**config.mk**
```make
export PLATFORM = sky130hd
export DESIGN_NAME = mmgn_front
export DESIGN_NICKNAME = d
export VERILOG_FILES = /design/src/sv/mmgn_pkg.sv /design/src/sv/mmgn_front.sv
export SDC_FILE = /design/constraint.sdc
export NUM_CORES = 1
export LEC_CHECK = 0
export BUFFER_PORTS_ARGS = -buffer_cell sky130_fd_sc_hd__buf_2
export CAP_MARGIN = 10
export CORE_MARGIN = 2
export CORE_UTILIZATION = 56
export DETAILED_ROUTE_END_ITERATION = 12
export PLACE_DENSITY = 0.88
export SYNTH_ARGS = -nofsm -noshare
export SYNTH_HDL_FRONTEND = slang
export SYNTH_SLANG_ARGS = --single-unit
```
**constraint.sdc**
```tcl
create_clock -name clk -period 3 [get_ports clk]
set_input_delay 0.3 -clock clk [delete_from_list [all_inputs] [get_ports clk]]
set_output_delay 0.3 -clock clk [all_outputs]
set_load 0.05 [all_outputs]
```
**src/sv/mmgn_pkg.sv**
```systemverilog
// shared types, constants and opcodes of the min-max gray normalizer
package mmgn_pkg;

    localparam int MAX_PIXELS  = 16384;
    localparam int SAMPLE_BITS = 16;
    localparam int GRAY_BITS   = 8;
    localparam int GRAY_FULL   = (1 << GRAY_BITS) - 1;

    localparam int ADDR_W = $clog2(MAX_PIXELS);
    localparam int CNT_W  = $clog2(MAX_PIXELS + 1);
    localparam int NUM_W  = SAMPLE_BITS + GRAY_BITS + 1;
    localparam int DEN_W  = SAMPLE_BITS + GRAY_BITS - 1;
    localparam int STEP_W = $clog2(GRAY_BITS);

    localparam int QUEUE_DEPTH = 4;
    localparam int QPTR_W      = $clog2(QUEUE_DEPTH);
    localparam int QCNT_W      = $clog2(QUEUE_DEPTH + 1);

    localparam logic [1:0] OP_CLEAR = 2'd0;
    localparam logic [1:0] OP_LOAD  = 2'd1;
    localparam logic [1:0] OP_EMIT  = 2'd2;

    typedef struct packed {
        logic [1:0]  op;
        logic [15:0] sample;
    } item_t;

    typedef struct packed {
        logic [7:0] gray;
        logic       last;
        logic       none_left;
        logic       overflow;
    } result_t;

    typedef enum logic [1:0] {
        CMD_CLEAR,
        CMD_LOAD,
        CMD_EMIT
    } cmd_kind_t;

    typedef struct packed {
        cmd_kind_t              kind;
        logic [SAMPLE_BITS-1:0] sample;
    } cmd_t;

    typedef enum logic [2:0] {
        BK_IDLE,
        BK_READ,
        BK_PREP,
        BK_DIV,
        BK_RESULT
    } back_state_t;

endpackage

```
**src/sv/mmgn_front.sv**
```systemverilog
// front end: accepts words, classifies the opcode and queues commands for the back end
module mmgn_front (
    input  logic          clk,
    input  logic          rst_n,
    input  logic          push,
    input  mmgn_pkg::item_t item,
    output logic          full,
    input  logic          cmd_pop,
    output logic          cmd_valid,
    output mmgn_pkg::cmd_t cmd
);
    import mmgn_pkg::*;

    cmd_t              queue_reg [QUEUE_DEPTH];
    logic [QPTR_W-1:0] wr_ptr_reg;
    logic [QPTR_W-1:0] wr_ptr_next;
    logic [QPTR_W-1:0] rd_ptr_reg;
    logic [QPTR_W-1:0] rd_ptr_next;
    logic [QCNT_W-1:0] cnt_reg;
    logic [QCNT_W-1:0] cnt_next;
    logic              accept;
    logic              wr_en;
    logic              rd_en;
    cmd_t              new_cmd;

    assign full      = (cnt_reg == QCNT_W'(QUEUE_DEPTH));
    assign cmd_valid = (cnt_reg != '0);
    assign cmd       = queue_reg[rd_ptr_reg];
    assign accept    = push && !full;
    assign rd_en     = cmd_pop && cmd_valid;

    // unused opcode is taken and dropped here
    always_comb
    begin
        new_cmd.sample = SAMPLE_BITS'(item.sample);
        new_cmd.kind   = CMD_LOAD;
        wr_en          = 1'b0;
        case (item.op)
            OP_CLEAR:
            begin
                new_cmd.kind = CMD_CLEAR;
                wr_en        = accept;
            end
            OP_LOAD:
            begin
                new_cmd.kind = CMD_LOAD;
                wr_en        = accept;
            end
            OP_EMIT:
            begin
                new_cmd.kind = CMD_EMIT;
                wr_en        = accept;
            end
            default:
            begin
                wr_en = 1'b0;
            end
        endcase
    end

    always_comb
    begin
        wr_ptr_next = wr_en ? wr_ptr_reg + QPTR_W'(1) : wr_ptr_reg;
        rd_ptr_next = rd_en ? rd_ptr_reg + QPTR_W'(1) : rd_ptr_reg;
        cnt_next    = cnt_reg + QCNT_W'(wr_en) - QCNT_W'(rd_en);
    end

    always_ff @(posedge clk)
    begin
        if (wr_en)
        begin
            queue_reg[wr_ptr_reg] <= new_cmd;
        end
    end

    always_ff @(posedge clk or negedge rst_n)
    begin
        if (!rst_n)
        begin
            wr_ptr_reg <= '0;
            rd_ptr_reg <= '0;
            cnt_reg    <= '0;
        end
        else
        begin
            wr_ptr_reg <= wr_ptr_next;
            rd_ptr_reg <= rd_ptr_next;
            cnt_reg    <= cnt_next;
        end
    end

endmodule

```
======== Word level (Yosys, flattened, before mapping) ========
Memory sizes are Yosys's and may differ from the RTL's.
Index checks and enable logic that the tools add are counted.
word-level totals
  flip-flop bits (word level) ............. 7
  bits in writable memories ............... 72
  input port bits ......................... 22
  output and inout port bits .............. 20
  word-level logic and storage cells ...... 21
  memories ................................ 1
cells by class
  add/subtract/negate cells ............... 4
  equal/unequal tests ..................... 3
  mux-type cells .......................... 4
  reductions and logical operators ........ 6
memory list
  memory     depth  width  read ports  clocked after Yosys merged registers in  write ports  RTL line          RTL
  queue_reg  4      18     1           0                                        1            mmgn_front.sv:14  cmd_t queue_reg [QUEUE_DEPTH];
operator list
  operator                                                          number
  2-bit by 1-bit adder with 2-bit output (second input constant)    2
  2-bit case mux with 2 select lines                                1
  3-bit by 1-bit adder with 3-bit output                            1
  3-bit == test (second input constant)                             1
  1-bit two-way mux                                                 3
  3-bit nonzero test                                                1
  3-bit OR reduction                                                1
  3-bit by 1-bit subtractor with 3-bit output                       1
  2-bit by 1-bit == test with 1-bit output (second input constant)  1
  2-bit == test (second input constant)                             1
  1-bit logical AND                                                 2
  2-bit logical NOT                                                 1
  1-bit logical NOT                                                 1

======== Longest topological paths before layout ========
  depth in word-level cells ............... 6
  mapped depth ............................ 10

======== Least setup slack after synthesis ========
No wires, ideal clock.
  path type ............................... reg-to-reg
  start point ............................. register cnt_reg[1]
  end point ............................... register cnt_reg[2]
  library setup time ...................... 0.129 ns
  data arrival time ....................... 2.246 ns
  path slack .............................. 0.626 ns
  stages on the path, launching flop included .. 11
  buffers on the path ..................... 0
  period minus slack after synthesis ...... 2.374 ns
  path through ............................ dfrtp_1 nor3b_4 a211oi_4 inv_1 ha_1 inv_1 ha_1 inv_1 fa_1 xnor2_1 xnor2_1
on the way
  longest elaborated chain between the ends .. 6
ends and longest elaborated chain
  item                                         RTL line          RTL
  start, declared                              mmgn_front.sv:19  logic [QCNT_W-1:0] cnt_reg;
  start signal, assigned                       mmgn_front.sv:88  cnt_reg <= cnt_next;
  3-bit == test                                mmgn_front.sv:26  assign full = (cnt_reg == QCNT_W'(QUEUE_DEPTH));
  net full                                     mmgn_front.sv:7   output logic full,
  1-bit logical NOT                            mmgn_front.sv:29  assign accept = push && !full;
  1-bit logical AND                            mmgn_front.sv:29
  1-bit two-way mux                            mmgn_front.sv:38  case (item.op)
  3-bit by 1-bit adder with 3-bit output       mmgn_front.sv:65  cnt_next = cnt_reg + QCNT_W'(wr_en) - QCNT_W'(rd_en);
  3-bit by 1-bit subtractor with 3-bit output  mmgn_front.sv:65
  net cnt_next[2]                              mmgn_front.sv:20  logic [QCNT_W-1:0] cnt_next;
The timed path passes the listed nets, and every way through them passes these cells.
A chain may end at the register's enable or synchronous reset.

======== Worst setup path in the final report ========
  start point ............................. register cnt_reg[2]
  end point ............................... register cnt_reg[2]
on the way
  longest elaborated chain between the ends .. 6
ends and longest elaborated chain
  item                                             RTL line
  3-bit == test                                    mmgn_front.sv:26
  1-bit logical NOT                                mmgn_front.sv:29
  1-bit logical AND                                mmgn_front.sv:29
  1-bit two-way mux                                mmgn_front.sv:38
  3-bit by 1-bit adder with 3-bit output           mmgn_front.sv:65
  3-bit by 1-bit subtractor with 3-bit output (*)  mmgn_front.sv:65
  net cnt_next[2]                                  mmgn_front.sv:20
The timed path passes the listed nets; every way through them passes the cells marked *.

==> qor.yml <==
floorplan:
  ios: 42
  die_x_um: 77.8
  rows: 26
  initial_core_util_pct: 59.0
  core-area_mm2: 0.00517
  die-area_mm2: 0.00605
  die_h_um: 77.8
sta:
  fmax_mhz: 430
  setup-violations-final: 0
  tightest_slew_ns: 0.813
  worst_slack_ns: 0.673
  rsz0062_at_grt: "false"
  final.min_clock_period_ns: 2.33
  post-route-period-util_pct: 77.6
  maxSlewViolCount: 0
  setup_tns_ns: 0
  final_hold_viol_count: 0
  slew-limit-headroom_pct: 45.8
  fin_skew_ns: 0.00909
yosys:
  yosysTopAreaCell: "edfxtp_1"
  ys_types: 19
  syn_inst: 132
  yosysSeqAreaShare_pct: 76.6
  synth-simple-area-share_pct: 2.17
  synth_area_mm2: 0.00305
  synthesis.nets: 161
  avgSynthCellArea_um2: 23.1
  yosysTopAreaCellShare_pct: 70.9
  synth-compound-area-share_pct: 0.984
  synthXorXnorAreaFrac_pct: 1.44
  netlist_top_cells_area: "edfxtp_1 (71%), mux4_2 (13%), dfrtp_1 (5.7%)"
  yosys.area_share.adder_pct: 3.12
  synth_seq_cells: 79
  yosys_warnings: 0
  synth_top_family_by_area: "multiplexers"
  synth_mux_area_share_pct: 13.8
cells_and_area:
  drive_gt1_share_pct: 43.9
  area_growth_syn_to_layout_pct: 15.0
  diodes: 0
  largest_reg_flops: 72
  seqCellArea_mm2: 0.00234
  nets: 211
  multi_input_area_um2: 656
  n_fill_cell: 320
run:
  maxCapViolCount: 0
grt:
  grt_max_degree: 20
  grt_pass1_wl_um: 7600
  grt_usage_pct: 17.6
  grt.overflow.total: 0
  grt_pass1_vias: 1551
  antenna_found_initial: 0
routing:
  firstDrtPassIters: 4
  drtAntennaViolNets: 0
  highest_layer: "met4"
  drtIter0Drc: 112
  wl_met2_um: 2500
  wirelength_um: 4640
  num_vias: 1385
  via_per_inst: 5.39
  wl_met1_um: 1810
  wl_met3_um: 251
  wl_per_cell_um: 18.1
  drc: 0
critical_path:
  crit_top_cell: "inv_1"
  worst_path_largest_cell_delay_ns: 0.42
  crit_path_start_kind: "flop"
  cp.arrival_ns: 2.58
  crit_chain: "nor3b_4 -> a211oi_4 -> inv_1 -> ha_1 -> inv_1 -> ha_1 -> inv_1 -> fa_1 -> xnor2_1 -> xnor2_1"
  cp-end-kind: "flop"
  crit_required_ns: 3.26
  crit_family: "adder cells"
  path_buf_inv: 3
  critPathMaxFanout: 7
  crit_type: "reg -> reg"
  slowest_stage: "dfrtp_1"
clock_network:
  clk_latency_ns: 0.34
  htreeDepth: 3
  cts_tree: "yes"
  cts-buffers-inserted: 9
  path_clk_slew_ns: 0.07
  cts_sinks: 79
  clock-root-buffer: "clkbuf_8"
  clk_path_buf_depth: 2
  cts_setup_buffers: 0
placement:
  hpwl_um: 3020
  gp_congestion: 0.700
  io_buffers: 41
  dp_worst_setup_slack_ns: 0.664
power_and_ir_drop:
  vdd_drop_max_mv: 0.640
  p_per_area_mw_per_mm2: 1050
  p_leak_nw: 1.26
worst_hold_path:
  hold_class: "in -> reg"
run_status:
  status: "complete, no violations"
==> cell type report <==
class / count / share of cell area, %
clock buffer: 15 / 4.74
clock inverter: 1 / 0.143
inverter: 7 / 0.749
multi-input combinational: 41 / 18.7
sequential: 79 / 66.6
tap: 70 / 2.50
timing repair buffer: 44 / 6.56
==> placed cells by master (no fill, tap or decap), drive strengths merged, types with 4 or more instances in the layout <==
cell,count
xnor2,4
and2,4
dfrtp,7
inv,7
ha,6
clkbuf,15
buf,43
mux4,18
edfxtp,72
==> synthesized netlist by cell type <==
cell / n
xor2_1: 1
fa_1: 1
and2_2: 4
or3_2: 1
ha_1: 6
edfxtp_1: 72
buf_4: 3
inv_1: 7
a211oi_4: 1
o31a_2: 1
mux2_4: 1
nand2_1: 1
nor2b_1: 1
mux4_2: 18
xnor2_1: 4
dfrtp_1: 7
clkbuf_1: 1
buf_2: 1
nor3b_4: 1
==> final timing paths <==
path | startpoint | end | slack [ns] | cells after the start
setup / recovery | cnt_reg[2]$_DFF_PN0_ | cnt_reg[2]$_DFF_PN0_ | 0.67 | 10
hold / removal | item[12] | queue_reg[0][12]$_DFFE_PP_ | 0.17 | 1
setup reg to reg | cnt_reg[2]$_DFF_PN0_ | cnt_reg[2]$_DFF_PN0_ | 0.67 | 10
hold reg to reg | wr_ptr_reg[1]$_DFFE_PN0P_ | wr_ptr_reg[1]$_DFFE_PN0P_ | 0.61 | 1
max in group asynchronous | rst_n | rd_ptr_reg[0]$_DFFE_PN0P_ | 2.51 | 2
min in group asynchronous | rst_n | cnt_reg[1]$_DFF_PN0_ | 0.32 | 2
==> where the power goes <==
part           total [mW]  internal, mW  switching (mW)
Clock               0.674         0.346           0.328
Combinational        1.45         0.499           0.950
Sequential           1.56          1.42           0.137
==> per-stage QoR <==
stage | cells | util (%) | cell area [µm²] | hold WS (ns) | power [mW]
3_3_place_gp | 240 | 64.3 | 3330 | 0.141 | 2.99
2_1_floorplan | 132 | - | 3050 | 0.00441 | 2.75
4_1_cts | 257 | 67.8 | 3510 | 0.164 | 3.72
6_report | 257 | 67.8 | 3510 | 0.172 | 3.68
3_5_place_dp | 240 | 64.3 | 3330 | 0.144 | 3.05
5_1_grt | 257 | 67.8 | 3510 | 0.162 | 3.86
==> routing by layer <==
layer	vias up	global-route usage, %
li1	631	-
met1	710	20.4
met2	35	29.5
met3	9	5.81
met4	0	8.57
met5	-	0
==> what timing repair did <==
| action | CTS | global route |
|---|---|---|
| setup endpoints to repair | 0 | 0 |
| hold endpoints to repair | 7 | 0 |
| gates resized for setup | 0 | 0 |
| hold buffers | 1 | 0 |
==> logic make-up after synthesis <==
| family | Yosys count |
|---|---|
| XOR/XNOR | 5 |
| AO/OA/AOI/OAI | 2 |
| flip-flops | 79 |
| adder cells (fa/ha/maj) | 7 |
| buffers and inverters | 12 |
| AND/OR/NAND/NOR | 8 |
| multiplexers | 19 |
==> worst reg2reg max path, delay by kind of cell, from the launching register on <==
family	cells	cell delay [ns]
flops	1	0.42
fa+ha+maj	3	0.81
buf+inv	3	0.19
xor+xnor	2	0.34
compound gates	1	0.31
simple gates	1	0.18
Power figures use the tool's default switching activity.
